**src/design/rhd_pkg.sv**
```systemverilog
// ----------------------------------------------------------------------------
// rhd_pkg
// Types, codes and helpers shared by the H.264 RTP depacketizer modules.
// ----------------------------------------------------------------------------
package rhd_pkg;

    // One payload byte as it arrives on the input channel.
    typedef struct packed {
        logic [7:0] payload_byte;
        logic       last_in_packet;
        logic       empty_packet;
    } in_beat_t;

    // One result beat on the output channel.
    typedef struct packed {
        logic       has_byte;
        logic [7:0] nal_byte;
        logic [4:0] unit_type;
        logic       from_fragment;
        logic       unit_first;
        logic       unit_last;
        logic       discard;
        logic [1:0] error_code;
    } out_beat_t;

    // Up to two result beats produced by one payload byte.
    typedef struct packed {
        logic [1:0] count;
        out_beat_t  beat0;
        out_beat_t  beat1;
    } push_t;

    // NAL types.
    localparam logic [4:0] NAL_STAP_A = 5'd24;
    localparam logic [4:0] NAL_FU_A   = 5'd28;

    // Error codes.
    localparam logic [1:0] ERR_NONE     = 2'd0;
    localparam logic [1:0] ERR_EMPTY    = 2'd1;
    localparam logic [1:0] ERR_SHORT_FU = 2'd2;

    // Position of a byte within its payload.
    localparam logic [1:0] POS_FIRST  = 2'd0;
    localparam logic [1:0] POS_SECOND = 2'd1;
    localparam logic [1:0] POS_LATER  = 2'd2;

    // Packet kind, taken from the first payload byte.
    localparam logic [1:0] MODE_SINGLE = 2'd0;
    localparam logic [1:0] MODE_STAP   = 2'd1;
    localparam logic [1:0] MODE_FU     = 2'd2;

    // STAP-A parsing phase.
    localparam logic [1:0] PH_SIZE_HI    = 2'd0;
    localparam logic [1:0] PH_SIZE_LO    = 2'd1;
    localparam logic [1:0] PH_UNIT_FIRST = 2'd2;
    localparam logic [1:0] PH_UNIT_MORE  = 2'd3;

    // Depth of the result queue.
    localparam int RES_DEPTH = 4;
    localparam int RES_AW    = $clog2(RES_DEPTH);

    // Builds one result beat from its fields.
    function automatic out_beat_t make_beat(
        input logic       has,
        input logic [7:0] data,
        input logic [4:0] ntype,
        input logic       frag,
        input logic       first,
        input logic       last,
        input logic       disc,
        input logic [1:0] err
    );
        out_beat_t r;
        r.has_byte      = has;
        r.nal_byte      = data;
        r.unit_type     = ntype;
        r.from_fragment = frag;
        r.unit_first    = first;
        r.unit_last     = last;
        r.discard       = disc;
        r.error_code    = err;
        return r;
    endfunction

endpackage

```
**src/design/rhd_core.sv**
```systemverilog
// ----------------------------------------------------------------------------
// rhd_core
// Packet parsing state and the per-byte step logic of the depacketizer.
// ----------------------------------------------------------------------------
module rhd_core (
    input  logic              clk,
    input  logic              rst_n,
    input  logic              fire,
    input  rhd_pkg::in_beat_t item,
    output rhd_pkg::push_t    push
);
    import rhd_pkg::*;

    logic [1:0]  pos_reg, pos_next;
    logic [1:0]  mode_reg, mode_next;
    logic [1:0]  phase_reg, phase_next;
    logic [7:0]  size_hi_reg, size_hi_next;
    logic [15:0] remain_reg, remain_next;
    logic [4:0]  dtype_reg, dtype_next;
    logic [2:0]  ind_reg, ind_next;
    logic [4:0]  ftype_reg, ftype_next;
    logic        fopen_reg, fopen_next;
    logic        fend_reg, fend_next;

    // Parsing state registers.
    always_ff @(posedge clk or negedge rst_n) begin
        if (!rst_n) begin
            pos_reg     <= POS_FIRST;
            mode_reg    <= MODE_SINGLE;
            phase_reg   <= PH_SIZE_HI;
            size_hi_reg <= '0;
            remain_reg  <= '0;
            dtype_reg   <= '0;
            ind_reg     <= '0;
            ftype_reg   <= '0;
            fopen_reg   <= 1'b0;
            fend_reg    <= 1'b0;
        end else begin
            pos_reg     <= pos_next;
            mode_reg    <= mode_next;
            phase_reg   <= phase_next;
            size_hi_reg <= size_hi_next;
            remain_reg  <= remain_next;
            dtype_reg   <= dtype_next;
            ind_reg     <= ind_next;
            ftype_reg   <= ftype_next;
            fopen_reg   <= fopen_next;
            fend_reg    <= fend_next;
        end
    end

    // One step of the parser for the byte in the input register.
    always_comb begin
        logic [7:0]  b;
        logic        last;
        logic        disc;
        logic        close;
        logic        first;
        logic        done;
        logic [4:0]  ut;
        logic [15:0] dec;
        logic [15:0] size;

        b    = item.payload_byte;
        last = item.last_in_packet;
        disc = 1'b0;
        close = 1'b0;
        first = 1'b0;
        done = 1'b0;
        ut   = '0;
        dec  = remain_reg - 16'd1;
        size = {size_hi_reg, b};

        pos_next     = pos_reg;
        mode_next    = mode_reg;
        phase_next   = phase_reg;
        size_hi_next = size_hi_reg;
        remain_next  = remain_reg;
        dtype_next   = dtype_reg;
        ind_next     = ind_reg;
        ftype_next   = ftype_reg;
        fopen_next   = fopen_reg;
        fend_next    = fend_reg;

        push.count = 2'd0;
        push.beat0 = '0;
        push.beat1 = '0;

        if (fire) begin
            if (item.empty_packet) begin
                // Empty payload: report it and drop any cut-short direct unit.
                disc = (pos_reg != POS_FIRST) &&
                       ((mode_reg == MODE_SINGLE) || ((mode_reg == MODE_STAP) && phase_reg[1]));
                push.beat0 = make_beat(1'b0, 8'd0, disc ? dtype_reg : 5'd0, 1'b0, 1'b0, 1'b0,
                                       disc, ERR_EMPTY);
                push.count  = 2'd1;
                pos_next    = POS_FIRST;
                mode_next   = MODE_SINGLE;
                phase_next  = PH_SIZE_HI;
                remain_next = '0;
                fend_next   = 1'b0;
            end else begin
                if (pos_reg == POS_FIRST) begin
                    // Payload header byte selects the packet kind.
                    ut          = b[4:0];
                    fend_next   = 1'b0;
                    phase_next  = PH_SIZE_HI;
                    remain_next = '0;
                    if (ut == NAL_STAP_A) begin
                        mode_next = MODE_STAP;
                    end else if (ut == NAL_FU_A) begin
                        mode_next = MODE_FU;
                        ind_next  = b[7:5];
                        if (last) begin
                            push.beat0 = make_beat(1'b0, 8'd0, 5'd0, 1'b0, 1'b0, 1'b0, 1'b0,
                                                   ERR_SHORT_FU);
                            push.count = 2'd1;
                        end
                    end else begin
                        mode_next  = MODE_SINGLE;
                        dtype_next = ut;
                        push.beat0 = make_beat(1'b1, b, ut, 1'b0, 1'b1, last, 1'b0, ERR_NONE);
                        push.count = 2'd1;
                    end
                end else if (mode_reg == MODE_SINGLE) begin
                    // Single NAL unit body.
                    push.beat0 = make_beat(1'b1, b, dtype_reg, 1'b0, 1'b0, last, 1'b0, ERR_NONE);
                    push.count = 2'd1;
                end else if (mode_reg == MODE_STAP) begin
                    // Aggregation packet: size fields and unit bytes.
                    case (phase_reg)
                        PH_SIZE_HI: begin
                            size_hi_next = b;
                            phase_next   = PH_SIZE_LO;
                        end
                        PH_SIZE_LO: begin
                            remain_next = size;
                            phase_next  = (size != 16'd0) ? PH_UNIT_FIRST : PH_SIZE_HI;
                        end
                        default: begin
                            first = (phase_reg == PH_UNIT_FIRST);
                            ut    = first ? b[4:0] : dtype_reg;
                            dtype_next  = ut;
                            remain_next = dec;
                            done        = (dec == 16'd0);
                            push.beat0  = make_beat(1'b1, b, ut, 1'b0, first, done, 1'b0,
                                                    ERR_NONE);
                            push.count  = 2'd1;
                            phase_next  = done ? PH_SIZE_HI : PH_UNIT_MORE;
                            if (last && !done) begin
                                push.beat1  = make_beat(1'b0, 8'd0, ut, 1'b0, 1'b0, 1'b0, 1'b1,
                                                        ERR_NONE);
                                push.count  = 2'd2;
                                phase_next  = PH_SIZE_HI;
                                remain_next = '0;
                            end
                        end
                    endcase
                end else if (pos_reg == POS_SECOND) begin
                    // FU header: start and end bits plus the unit type.
                    fend_next = b[6];
                    if (b[7]) begin
                        close      = last && b[6];
                        ftype_next = b[4:0];
                        fopen_next = !close;
                        if (fopen_reg) begin
                            push.beat0 = make_beat(1'b0, 8'd0, ftype_reg, 1'b1, 1'b0, 1'b0,
                                                   1'b1, ERR_NONE);
                            push.beat1 = make_beat(1'b1, {ind_reg, b[4:0]}, b[4:0], 1'b1,
                                                   1'b1, close, 1'b0, ERR_NONE);
                            push.count = 2'd2;
                        end else begin
                            push.beat0 = make_beat(1'b1, {ind_reg, b[4:0]}, b[4:0], 1'b1,
                                                   1'b1, close, 1'b0, ERR_NONE);
                            push.count = 2'd1;
                        end
                    end else if (fopen_reg && last && b[6]) begin
                        push.beat0 = make_beat(1'b0, 8'd0, ftype_reg, 1'b1, 1'b0, 1'b1, 1'b0,
                                               ERR_NONE);
                        push.count = 2'd1;
                        fopen_next = 1'b0;
                    end
                end else if (fopen_reg) begin
                    // Fragment body byte.
                    close      = last && fend_reg;
                    push.beat0 = make_beat(1'b1, b, ftype_reg, 1'b1, 1'b0, close, 1'b0,
                                           ERR_NONE);
                    push.count = 2'd1;
                    if (close) begin
                        fopen_next = 1'b0;
                    end
                end

                // Track the byte position within the payload.
                if (last) begin
                    pos_next = POS_FIRST;
                end else if (pos_reg == POS_FIRST) begin
                    pos_next = POS_SECOND;
                end else begin
                    pos_next = POS_LATER;
                end
            end
        end
    end

endmodule

```
**src/design/rhd_result_fifo.sv**
```systemverilog
// ----------------------------------------------------------------------------
// rhd_result_fifo
// Small result queue: takes up to two beats per cycle, gives out one per cycle unless stalled.
// ----------------------------------------------------------------------------
module rhd_result_fifo (
    input  logic               clk,
    input  logic               rst_n,
    input  rhd_pkg::push_t     push,
    output logic [rhd_pkg::RES_AW:0] level,
    output logic               valid,
    input  logic               stall,
    output rhd_pkg::out_beat_t data
);
    import rhd_pkg::*;

    out_beat_t         mem [RES_DEPTH];
    logic [RES_AW-1:0] wr_reg, wr_next;
    logic [RES_AW-1:0] rd_reg, rd_next;
    logic [RES_AW:0]   cnt_reg, cnt_next;
    logic              pop;

    assign pop   = valid && !stall;
    assign valid = (cnt_reg != '0);
    assign data  = mem[rd_reg];
    assign level = cnt_reg;

    // Pointer and fill count update.
    always_comb begin
        wr_next  = wr_reg + RES_AW'(push.count);
        rd_next  = rd_reg + RES_AW'(pop);
        cnt_next = cnt_reg + (RES_AW + 1)'(push.count) - (RES_AW + 1)'(pop);
    end

    always_ff @(posedge clk or negedge rst_n) begin
        if (!rst_n) begin
            wr_reg  <= '0;
            rd_reg  <= '0;
            cnt_reg <= '0;
        end else begin
            wr_reg  <= wr_next;
            rd_reg  <= rd_next;
            cnt_reg <= cnt_next;
        end
    end

    // Storage writes, one or two entries per cycle.
    always_ff @(posedge clk) begin
        if (push.count != 2'd0) begin
            mem[wr_reg] <= push.beat0;
        end
        if (push.count == 2'd2) begin
            mem[wr_reg + RES_AW'(1)] <= push.beat1;
        end
    end

endmodule

```
**src/design/rtp_h264_depacketizer.sv**
```systemverilog
// ----------------------------------------------------------------------------
// rtp_h264_depacketizer
// H.264 RTP payload depacketizer: single NAL, STAP-A and FU-A packets.
// ----------------------------------------------------------------------------
// Input channel: one payload byte per beat with a last-of-packet mark, or a
// beat marked empty that stands for an empty payload. Output channel: one
// result beat per handshake with the unit byte, its NAL type and the
// first, last, discard, fragment and error marks.
// A byte is taken into an input register, and the parser step then turns it
// into zero, one or two result beats that go into a four-entry result
// queue. The output is read straight from the queue, so a result can be
// taken as soon as it has been written there.
// Throughput is one byte per cycle as long as each byte makes at most one
// result and the receiver does not stall; a byte that makes two results (a
// cut STAP-A unit, a new FU start over an open fragment) queues an extra beat.
// The input register advances whenever the queue holds at most two beats.
// When the receiver stalls, results wait in the queue, and the input stalls
// once the queue holds more than two beats; nothing is dropped. Reset
// clears the parser state and empties both the input register and the queue.
// ----------------------------------------------------------------------------
module rtp_h264_depacketizer (
    input  logic               clk,
    input  logic               rst_n,
    input  logic               in_valid,
    output logic               in_stall,
    input  rhd_pkg::in_beat_t  in_data,
    output logic               out_valid,
    input  logic               out_stall,
    output rhd_pkg::out_beat_t out_data
);
    import rhd_pkg::*;

    in_beat_t        item_reg;
    logic            full_reg, full_next;
    logic            advance;
    logic            take;
    logic [RES_AW:0] level;
    push_t           push;

    // The held byte moves on when the queue has room for two beats.
    assign advance  = full_reg && (level <= (RES_AW + 1)'(RES_DEPTH - 2));
    assign in_stall = full_reg && !advance;
    assign take     = in_valid && !in_stall;

    always_comb
    begin
        full_next = take ? 1'b1 : (advance ? 1'b0 : full_reg);
    end

    // Input register.
    always_ff @(posedge clk or negedge rst_n)
    begin
        if (!rst_n)
        begin
            full_reg <= 1'b0;
        end
        else
        begin
            full_reg <= full_next;
        end
    end

    always_ff @(posedge clk)
    begin
        if (take)
        begin
            item_reg <= in_data;
        end
    end

    // Parser step.
    rhd_core u_core (
        .clk   (clk),
        .rst_n (rst_n),
        .fire  (advance),
        .item  (item_reg),
        .push  (push)
    );

    // Result queue and output channel.
    rhd_result_fifo u_fifo (
        .clk   (clk),
        .rst_n (rst_n),
        .push  (push),
        .level (level),
        .valid (out_valid),
        .stall (out_stall),
        .data  (out_data)
    );

endmodule
```
**config.mk**
```make
export PLATFORM = sky130hd
export DESIGN_NAME = rtp_h264_depacketizer
export DESIGN_NICKNAME = d
export VERILOG_FILES = /design/src/design/rhd_pkg.sv /design/src/design/rhd_core.sv /design/src/design/rhd_result_fifo.sv /design/src/design/rtp_h264_depacketizer.sv
export SDC_FILE = /design/constraint.sdc
export NUM_CORES = 1
export LEC_CHECK = 0
export ABC_AREA = 1
export BUFFER_PORTS_ARGS = -buffer_cell sky130_fd_sc_hd__buf_2
export CELL_PAD_IN_SITES_DETAIL_PLACEMENT = 1
export CELL_PAD_IN_SITES_GLOBAL_PLACEMENT = 1
export CORE_MARGIN = 1.5
export CORE_UTILIZATION = 35
export DETAILED_ROUTE_END_ITERATION = 8
export PLACE_DENSITY_LB_ADDON = 0.1
export SYNTH_ARGS = -nofsm -noshare
export SYNTH_HDL_FRONTEND = slang
export SYNTH_SLANG_ARGS = --single-unit
```
**constraint.sdc**
```tcl
create_clock -name clk -period 3.9 [get_ports clk]
set_input_delay 0.585 -clock clk [delete_from_list [all_inputs] [get_ports clk]]
set_output_delay 0.585 -clock clk [all_outputs]
set_load 0.02 [all_outputs]
```
Word level (Yosys, flattened, before mapping). Memories as Yosys holds them, arrays and structs flattened. Index checks and enable logic that the tools add are counted. Widths: inputs -> output; s select.

Memories: 1. Bits of input ports: 14. RAM bits: 80. Output and inout bits: 22. Register bits: 63. Word-level logic and storage cells: 152.

Mux-type cells: 67. Reduce and logical (&&, ||, !) cells: 40. Magnitude comparators: 1. Add/subtract/negate cells: 6. Equality and inequality tests: 15. Bitwise operators: 5.

Memories: u_fifo.mem (words 4, width 20, rd ports 1, clocked after Yosys merged registers in 0, wr ports 2, RTL line rhd_result_fifo.sv:16) `out_beat_t mem [RES_DEPTH];`.

Operator list (number): $mux 22 (7); $mux 42 (3); $mux 20 (6); $mux 21 (4); $mux 16 (5); $mux 5 (8); $pmux 16 s2 (1); $mux 2 (15); $logic_not 16->1 (1); $mux 1 (16); $reduce_bool 16->1 (1); $sub 16x1->16 const B (1); $reduce_and 7->1 (2); $reduce_and 6->1 (2); $logic_and 1x1->1 (11); $mux 11 (1); $eq 5x5->1 const B (2); $reduce_bool 2->1 (5); $ne 3x3->1 const B (3); $reduce_bool 3->1 (3); $reduce_and 4->1 (2); $eq 2x1->1 const B (3); $logic_not 2->1 (3); $ne 2x2->1 const B (3); 17 further kinds (26).

Logic depth before layout (Yosys ltp). Gate-level depths: netlist of the first run.

Depth after elaboration: 14. Depth in mapped cells: 23. Mapped depth without buffers: 23.

Cells and area by module. From an unflattened synthesis of the first run, not the netlist that was laid out.

Cells, all modules: 1058. Area, all modules: 8219.1 um2.

By module, submodules not included: rhd_result_fifo (sequential area each 2577.5 um2, instances 1, area each 4264.1 um2, cells an instance 464); rhd_core (sequential area each 1126.1 um2, instances 1, area each 3582.2 um2, cells an instance 573); rtp_h264_depacketizer (sequential area each 325.3 um2, instances 1, area each 372.9 um2, cells an instance 21).

Worst setup path before layout of the first run. No wires, ideal clock.

Path kind: flip-flop to flip-flop. From: reg u_core.remain_reg[0]. To: reg u_fifo.cnt_reg[2] (netlist: u_fifo.level[2]). Required time: 3821 ps. Clock period less this slack: 3103 ps. Stages on the path, launching flop included: 22. Arrival time: 3024 ps. Library setup time: 79 ps. Slack: 797 ps. Buffers on the path: 0. Cell sequence: dfrtp_1 inv_2 ha_1 nand2_2 nor2_4 nor2_2 nor2_4 nand3_1 nor2_2 nand3_4 nand2_4 nand2_2 nand2_2 nand2_2 nand2_1 inv_1 ha_1 inv_1 ha_1 fa_1 xnor2_1 xor2_1.

Cells in the longest elaborated chain, start to end: 13.

RTL lines: from (decl) (RTL line rhd_core.sv:18) `logic [15:0] remain_reg, remain_next;`; from (signal assigned) (RTL line rhd_core.sv:43) `remain_reg <= remain_next;`; $sub 16x1->16 (RTL line rhd_core.sv:71) `dec = remain_reg - 16'd1;`; $logic_not 16->1 (RTL line rhd_core.sv:145) `done = (dec == 16'd0);`; $logic_not 1->1 (RTL line rhd_core.sv:150) `if (last && !done) begin`; $logic_and 1x1->1 (RTL line rhd_core.sv:150); $mux 2 (RTL line rhd_core.sv:150); $mux 42 (RTL line rhd_core.sv:131) `case (phase_reg)`; $mux 42 (RTL line rhd_core.sv:129) `end else if (mode_reg == MODE_STAP) begin`; $mux 22 (RTL line rhd_core.sv:125) `end else if (mode_reg == MODE_SINGLE) begin`; $mux 22 (RTL line rhd_core.sv:103) `if (pos_reg == POS_FIRST) begin`; $mux 22 (RTL line rhd_core.sv:90) `if (item.empty_packet) begin`; $mux 42 (RTL line rhd_core.sv:89) `if (fire) begin`; $add 3x2->3 (RTL line rhd_result_fifo.sv:31) `cnt_next = cnt_reg + (RES_AW + 1)'(push.count) - (RES_AW + 1)'(pop);`; $sub 3x1->3 (RTL line rhd_result_fifo.sv:31); via u_fifo.cnt_next[2] (RTL line rhd_result_fifo.sv:19) `logic [RES_AW:0] cnt_reg, cnt_next;`; to (signal assigned) (RTL line rhd_result_fifo.sv:42) `cnt_reg <= cnt_next;`; to (decl) (RTL line rhd_result_fifo.sv:19).

The timed path passes the listed nets, and every way through them passes these cells. A chain may end at the register's enable or synchronous reset.

Final worst setup path of the first run. Same ends and word-level chain as after synthesis.

==> results of run 1 <==
-- cells by family (layout without fill, tap and decap cells) --
logic type,Yosys count,after routing,synth area share (%)
DFF,143,143,49.4
buffers and inverters,136,189,6.82
and+or+nand+nor,467,467,24.9
adders and majority gates,8,8,1.35
xor gates and xnor gates,8,8,0.876
AOI/OAI and AO/OA,242,242,16.6
-- per-layer routing --
metal	global-route usage [%]	wire, um	up-vias
met5	0	0	-
met4	7.40	493	0
met3	2.73	1000	36
met2	39.3	12500	141
met1	30.9	12300	3445
li1	-	-	3468
-- critical path: stages (launching register included) --
cell     delay [ns]
dfrtp_1        0.40
inv_2          0.11
ha_1           0.21
nand2_2        0.13
nor2_1         0.21
nand2_1        0.08
nand2_1        0.06
nand2_1        0.06
inv_2          0.06
nand2_2        0.07
nor2_4         0.10
nand3_4        0.10
nand2_4        0.15
nand2_2        0.06
nand2_2        0.06
nand2_2        0.07
nand2_1        0.09
inv_1          0.05
ha_1           0.27
inv_1          0.04
ha_1           0.19
fa_1           0.43
xnor2_1        0.20
xor2_1         0.18
-- cell usage in the layout, fill, tap and decap left out, types with 30 or more instances in the layout --
cell and count:
inv_1 89, dfrtp_1 53, nor2_1 123, nand3_1 43, o21ai_0 113, o22ai_1 41, edfxtp_1 82, a21oi_1 30
nand2_1 252, o21ai_1 31, buf_2 35
-- power by group through the flow --
stage | Combinational, mW | Sequential [mW] | Clock, mW
3_5_place_dp | 2.80 | 2.21 | 0
2_1_floorplan | 1.90 | 2.15 | 0
6_report | 2.78 | 2.19 | 1.58
4_1_cts | 2.81 | 2.19 | 1.61
5_1_grt | 3.10 | 2.22 | 1.67
3_3_place_gp | 2.77 | 2.21 | 0
-- area by class of cell --
type | count | share of cell area [%]
Timing Repair Buffer | 52 | 3.34
Multi-Input combinational cell | 725 | 38.7
Clock buffer | 20 | 4.82
Tap cell | 285 | 3.94
Clock inverter | 12 | 1.31
Sequential cell | 143 | 43.6
Inverter | 105 | 4.35
-- stage by stage --
stage | setup WS, ns | std cells | instance area [um2]
3_5_place_dp | 0.450 | 1310 | 8510
4_1_cts | 0.393 | 1342 | 9060
2_1_floorplan | 0.797 | 1004 | 8000
6_report | 0.431 | 1342 | 9060
3_3_place_gp | 0.561 | 1310 | 8510
5_1_grt | 0.108 | 1342 | 9060
-- how the worst max path moves through the flow --
stage / start / end / slack, ns / cells after the start
after CTS: u_core.remain_reg[0] / u_fifo.level[2] / 0.39 / 23
after global placement: u_core.remain_reg[0] / u_fifo.level[2] / 0.56 / 23
after detailed placement: u_core.remain_reg[0] / u_fifo.level[2] / 0.45 / 23
after global routing: u_core.remain_reg[0] / u_fifo.level[2] / 0.11 / 23
final: u_core.remain_reg[0] / u_fifo.level[2] / 0.43 / 23
after floorplan: u_core.remain_reg[0] / u_fifo.level[2] / 0.80 / 21
==> results.txt, run 1 <==
----------------------------------------------------
[Critical path]
  Crit path capture type ... flop
  FF-to-FF path depth ... 23
  Reg2Reg Setup Slack ... 0.43 ns
  End of the worst register-to-register path ... u_fifo.level[2]
  WP data required ... 4.25 ns
  Critical path fanouts, max ... 9
  Arrival @ worst endpoint ... 3.82 ns
  Crit path kind ... flop to flop
  Crit start category ... flop
  Startpoint of the lowest-slack register-to-register path ... u_core.remain_reg[0]

[Floorplan]
  Row cnt ... 55
  Die X-Extent ... 154 um
  Full die area ... 23,800 um2
  Top-level port count ... 36
  Initial Utilization ... 35.5%
  Die H ... 154 um
  Area of the core ... 22,500 um2

[STA]
  Worst Tran Pin Value ... 0.954 ns
  Max-slew violations ... 0
  Final clock skew ... 0.00939 ns
  Maximum operating frequency ... 288 MHz
  RSZ-0062 raised after global routing ... no
  Final sum of negative setup slack ... 0 ns
  Number of failing setup endpoints in the final timing report ... 0
  Final Cycle Share ... 88.9%
  Count of final hold-check violations ... 0
  Worst rel slew slack ... 36.4%
  Fin Hold WS ... 0.303 ns
  Final min period ... 3.47 ns

[GRT]
  Tot GR Track Use ... 23.2%
  Maximum number of pins on one net before global-route repair ... 42
  Antenna violations before repair ... 0
  First-pass GRT wire length ... 41,900 um
  Vias in the first global route ... 7,483
  GRT Residual Overflow ... 0

[Placement]
  HPWL after detailed placement ... 19,700 um
  Placer congestion estimate ... 0.915
  Number of I/O port buffers ... 35

[Drt]
  Number of vias per cell after detailed routing ... 5.28
  Total via count in the routed design ... 7,090
  Routed Antenna Nets ... 0
  Total detailed-routing wirelength ... 26,200 um
  Detailed Routing Iterations Pass 1 ... 5
  DR iter-0 viols ... 407
  DRC viols ... 0
  Detail-routed net length per standard cell ... 19.5 um

[Power and ir drop]
  Overall power ... 6.54 mW
  Power dissipated by switching net loads ... 2.84 mW
  Portion of total power attributed to combinational logic ... 42.4%
  Total internal power ... 3.71 mW
  Worst VDD drop ... 0.270 mV
  PwrDens ... 722 nW/um2
  Leak pwr ... 3.88 nW
  Clock share of power ... 24.1%
  Sw frac ... 43.4%
  Portion of total power attributed to sequential cells ... 33.4%

[CTS]
  Clk Tree Root Cell ... clkbuf_16
  CTS clk-pin slew, worst paths ... 0.06 ns
  Hold buffer count at CTS ... 0
  Resized cells post-CTS ... 0
  CTS tree ... built
  Sinks on Clock Net ... 143
  H-tree levels ... 4
  Post-CTS Setup Inserts ... 0
  Maximum clock path buffer count ... 2
  Total CTS buffers ... 17
  Later-pin clock latency in the skew report ... 0.43 ns

[Cells and area]
  Number of flip-flops in the largest register ... 80
  Multi-input combinational cell area ... 3500 um2
  Footprint of the flip-flops and latches ... 3950 um2
  Area Growth Syn to Fin ... 13.3%
  Antenna cells ... 0
  Core occupancy in the finished layout ... 40.3%
  Filler cell count ... 2,741
  Number of nets in the final layout ... 1,066
  Share of cells above drive strength 1 ... 11.4%

[Synth]
  Most frequent cell after synthesis ... nand2_1
  Avg Synthesized Cell Area ... 7.97 um2
  Most used flip-flop cell after synthesis ... edfxtp_1
  Cells taking the most area after synthesis ... edfxtp_1 (31%), dfrtp_1 (17%), nand2_1 (12%), o21ai_0 (7.1%), nor2_1 (5.8%)
  Part of the Yosys area used for sequential elements ... 49.4%
  Async set or reset register ratio after synthesis ... 37.1%
  Number of cells produced by synthesis ... 1,004
  Summed instance area of the synthesized netlist ... 8000 um2
  Share of the synthesized area in the top cell type ... 30.8%
  Post-Syn Nets ... 1,026
  Unique cell type count in the Yosys netlist ... 44
  Cell type with the largest total area after synthesis ... edfxtp_1
  Synth cell count leaders ... nand2_1 (252), nor2_1 (123), o21ai_0 (113)
  Total of flip-flops plus latches after synthesis ... 143
  Syn. warnings ... 0
  Number of enable-type register cells in the synthesized netlist ... 82

[Outcome]
  Status ... finished clean

[Worst hold path]
  Path type of the worst min-delay path ... input pin to asynchronous set/reset pin

[Job]
  Max-cap violation count ... 0

----------------------------------------------------
Power figures use the tool's default switching activity.
==> run 2, diff against run 1 <==
ABC_AREA = not set   (was 1)
==> run 2 against run 1 <==
Effect of this change:
- combinational power shrank 21%
- sequential cell count is the same
- via count shrank 18%
- sequential power grew 3%
- synthesized area shrank 4.4%
- register-to-register slack lost 0.21 ns
==> results.txt, run 2 <==
----------------------------------------------------
[GRT]
  First-pass GRT wire length ... 37,400 um (was 41,900 um)
  Vias in the first global route ... 6,200 (was 7,483)
  Antenna violations before repair ... 0 (unchanged)
  Tot GR Track Use ... 22.3% (was 23.2%)
  Maximum number of pins on one net before global-route repair ... 54 (was 42)
  GRT Residual Overflow ... 0 (unchanged)

[STA]
  Maximum operating frequency ... 272 MHz (was 288 MHz)
  Final Cycle Share ... 94.4% (was 88.9%)
  Number of failing setup endpoints in the final timing report ... 0 (unchanged)
  Worst rel slew slack ... 29.5% (was 36.4%)
  Final min period ... 3.68 ns (was 3.47 ns)
  Final sum of negative setup slack ... 0 ns (unchanged)
  Final clock skew ... 0.0108 ns (was 0.00939 ns)
  Count of final hold-check violations ... 0 (unchanged)
  Max-slew violations ... 0 (unchanged)
  Worst Tran Pin Value ... 1.06 ns (was 0.954 ns)
  RSZ-0062 raised after global routing ... no (unchanged)

[CTS]
  H-tree levels ... 4 (unchanged)
  Maximum clock path buffer count ... 2 (unchanged)
  CTS tree ... built (unchanged)
  Sinks on Clock Net ... 143 (unchanged)
  Later-pin clock latency in the skew report ... 0.42 ns (was 0.43 ns)
  Total CTS buffers ... 17 (unchanged)
  Clk Tree Root Cell ... clkbuf_16 (unchanged)
  CTS clk-pin slew, worst paths ... 0.07 ns (was 0.06 ns)
  Hold buffer count at CTS ... 0 (unchanged)

[Floorplan]
  Full die area ... 22,700 um2 (was 23,800 um2)
  Area of the core ... 21,200 um2 (was 22,500 um2)
  Top-level port count ... 36 (unchanged)
  Row cnt ... 53 (was 55)
  Die X-Extent ... 151 um (was 154 um)
  Initial Utilization ... 36.0% (was 35.5%)
  Die H ... 151 um (was 154 um)

[Cells and area]
  Number of nets in the final layout ... 741 (was 1,066)
  Top library cells by usage in the layout, fill and taps aside ... edfxtp_1 (82), nand2_1 (59), dfrtp_1 (53), o22ai_1 (49), o21ai_0 (47) (was nand2_1 (252), nor2_1 (123), o21ai_0 (113), inv_1 (89), edfxtp_1 (82))
  Filler cell count ... 2,304 (was 2,741)
  Antenna cells ... 0 (unchanged)
  Leading cell type in the layout, fill and taps excluded ... edfxtp_1 (was nand2_1)
  Share of cells above drive strength 1 ... 24.6% (was 11.4%)
  Area Growth Syn to Fin ... 14.9% (was 13.3%)
  Number of flip-flops in the largest register ... 80 (unchanged)
  Design area ... 8790 um2 (was 9060 um2)

[Drt]
  DR iter-0 viols ... 366 (was 407)
  Detail-routed net length per standard cell ... 23.8 um (was 19.5 um)
  DRC viols ... 0 (unchanged)
  Routed Antenna Nets ... 0 (unchanged)
  Number of vias per cell after detailed routing ... 5.79 (was 5.28)
  Total detailed-routing wirelength ... 24,000 um (was 26,200 um)
  Total via count in the routed design ... 5,833 (was 7,090)
  Detailed Routing Iterations Pass 1 ... 5 (unchanged)

[Synth]
  Summed instance area of the synthesized netlist ... 7650 um2 (was 8000 um2)
  Avg Synthesized Cell Area ... 11.4 um2 (was 7.97 um2)
  Share of the synthesized area in the top cell type ... 32.2% (was 30.8%)
  Async set or reset register ratio after synthesis ... 37.1% (unchanged)
  Unique cell type count in the Yosys netlist ... 77 (was 44)
  Cells taking the most area after synthesis ... edfxtp_1 (32%), dfrtp_1 (17%), mux4_2 (5.9%), o22ai_1 (4.0%), mux2_2 (3.2%) (was edfxtp_1 (31%), dfrtp_1 (17%), nand2_1 (12%), o21ai_0 (7.1%), nor2_1 (5.8%))
  Total of flip-flops plus latches after synthesis ... 143 (unchanged)
  Part of the Yosys area used for sequential elements ... 51.6% (was 49.4%)
  Most used flip-flop cell after synthesis ... edfxtp_1 (unchanged)
  Cell type with the largest total area after synthesis ... edfxtp_1 (unchanged)
  Syn. warnings ... 0 (unchanged)
  Number of cells produced by synthesis ... 670 (was 1,004)
  Post-Syn Nets ... 692 (was 1,026)
  Synth cell count leaders ... edfxtp_1 (82), nand2_1 (59), dfrtp_1 (53) (was nand2_1 (252), nor2_1 (123), o21ai_0 (113))
  Most frequent cell after synthesis ... edfxtp_1 (was nand2_1)
  Number of enable-type register cells in the synthesized netlist ... 82 (unchanged)

[Power and ir drop]
  Overall power ... 6.08 mW (was 6.54 mW)
  Worst VDD drop ... 0.316 mV (was 0.270 mV)
  Leak pwr ... 3.32 nW (was 3.88 nW)
  PwrDens ... 691 nW/um2 (was 722 nW/um2)

[Critical path]
  Critical path fanouts, max ... 7 (was 9)
  WP data required ... 4.24 ns (was 4.25 ns)
  Crit path capture type ... flop (unchanged)
  Crit path kind ... flop to flop (unchanged)
  Crit start category ... flop (unchanged)
  Arrival @ worst endpoint ... 4.02 ns (was 3.82 ns)

[Placement]
  Placer congestion estimate ... 0.872 (was 0.915)
  HPWL after detailed placement ... 17,300 um (was 19,700 um)
  Cell area reported after detailed placement ... 8180 um2 (was 8510 um2)
  Number of I/O port buffers ... 35 (unchanged)

[Outcome]
  Status ... finished clean (unchanged)

[Worst hold path]
  Path type of the worst min-delay path ... input pin to asynchronous set/reset pin (unchanged)

[Job]
  Max-cap violation count ... 0 (unchanged)

----------------------------------------------------
## run 2: changes by cell type in the layout (fill, tap and decap cells not counted), sizes merged, moves of 33 or more
cell   before  now
o21ai     145   47
nand2     264   64
inv       104   27
nand3      45   12
nor2      135   36
## run 2: kinds of logic (layout without fill, tap and decap cells)
group / count (synthesis) / after routing / synth area share [%]
flip-flops: 143 / 143 / 51.6
AO/OA/AOI/OAI: 197 / 197 / 17.7
adder cells (fa/ha/maj): 8 / 8 / 1.41
buffers and inverters: 63 / 125 / 4.38
AND/OR/NAND/NOR: 200 / 200 / 13.7
XOR/XNOR: 13 / 13 / 1.49
multiplexers: 46 / 46 / 9.65
## run 2: path summary, 6_finish.rpt
kind | start | to | slack (ns) | cells after the start
max | u_core.remain_reg[0] | u_fifo.level[2] | 0.22 | 13
min | rst_n | u_core.size_hi_reg[1] | 0.29 | 2
max reg2reg | u_core.remain_reg[0] | u_fifo.level[2] | 0.22 | 13
min reg2reg | u_fifo.mem[3][1] | u_fifo.mem[3][1] | 0.49 | 1
max in group asynchronous | rst_n | u_core.ind_reg[1] | 3.09 | 2
min in group clk | in_data[5] | item_reg[5] | 0.33 | 1
## run 2: stage by stage
step                      hold slack [ns]  setup WS [ns]  instances  utilization [%]
after floorplan                     0.289          0.581        670                -
after global placement              0.468          0.332        973             38.6
after detailed placement            0.475         0.0871        973             38.6
after CTS                           0.312         0.0675       1005             41.3
after global routing                0.314         0.0252       1007             41.4
final                               0.290          0.220       1007             41.4
## run 2: metal layers
| metal | routed length (um) | GRT usage (%) | up-vias |
|---|---|---|---|
| met4 | 662 | 8.35 | 0 |
| met1 | 10600 | 28.8 | 2957 |
| li1 | - | - | 2677 |
| met5 | 0 | 0 | - |
| met3 | 926 | 3.67 | 41 |
| met2 | 11800 | 37.7 | 158 |
## run 2: area by class of cell
class,count,area (um2),share of cell area [%]
sequential,143,3950,44.9
multi-input combinational,464,3380,38.5
timing repair buffer,74,468,5.32
clock buffer,17,425,4.84
tap,275,344,3.91
clock inverter,15,150,1.71
inverter,19,71.3,0.811
## run 2: worst max-delay path, stage by stage, from the launching register on
cell and delay, ns:
dfrtp_1 0.46, inv_1 0.14, ha_2 0.26, or3b_4 0.42
o32ai_2 0.26, a32o_2 0.23, nand2_1 0.11, o31a_1 0.39
ha_1 0.30, inv_1 0.04, ha_1 0.19, fa_1 0.43
xnor2_1 0.21, xnor2_1 0.15
## run 2: timing repair
| action | 4_1_cts | 5_1_grt |
|---|---|---|
| setup endpoints to repair | 0 | 14 |
| gates resized for setup | 0 | 4 |
| setup buffers | 0 | 2 |
## run 2: where the power goes
| part | switching (mW) | internal (mW) | leakage (nW) | total, mW |
|---|---|---|---|---|
| combinational | 1.35 | 0.844 | 1.52 | 2.20 |
| clock | 0.719 | 0.900 | 0.277 | 1.62 |
| sequential | 0.307 | 1.95 | 1.52 | 2.26 |
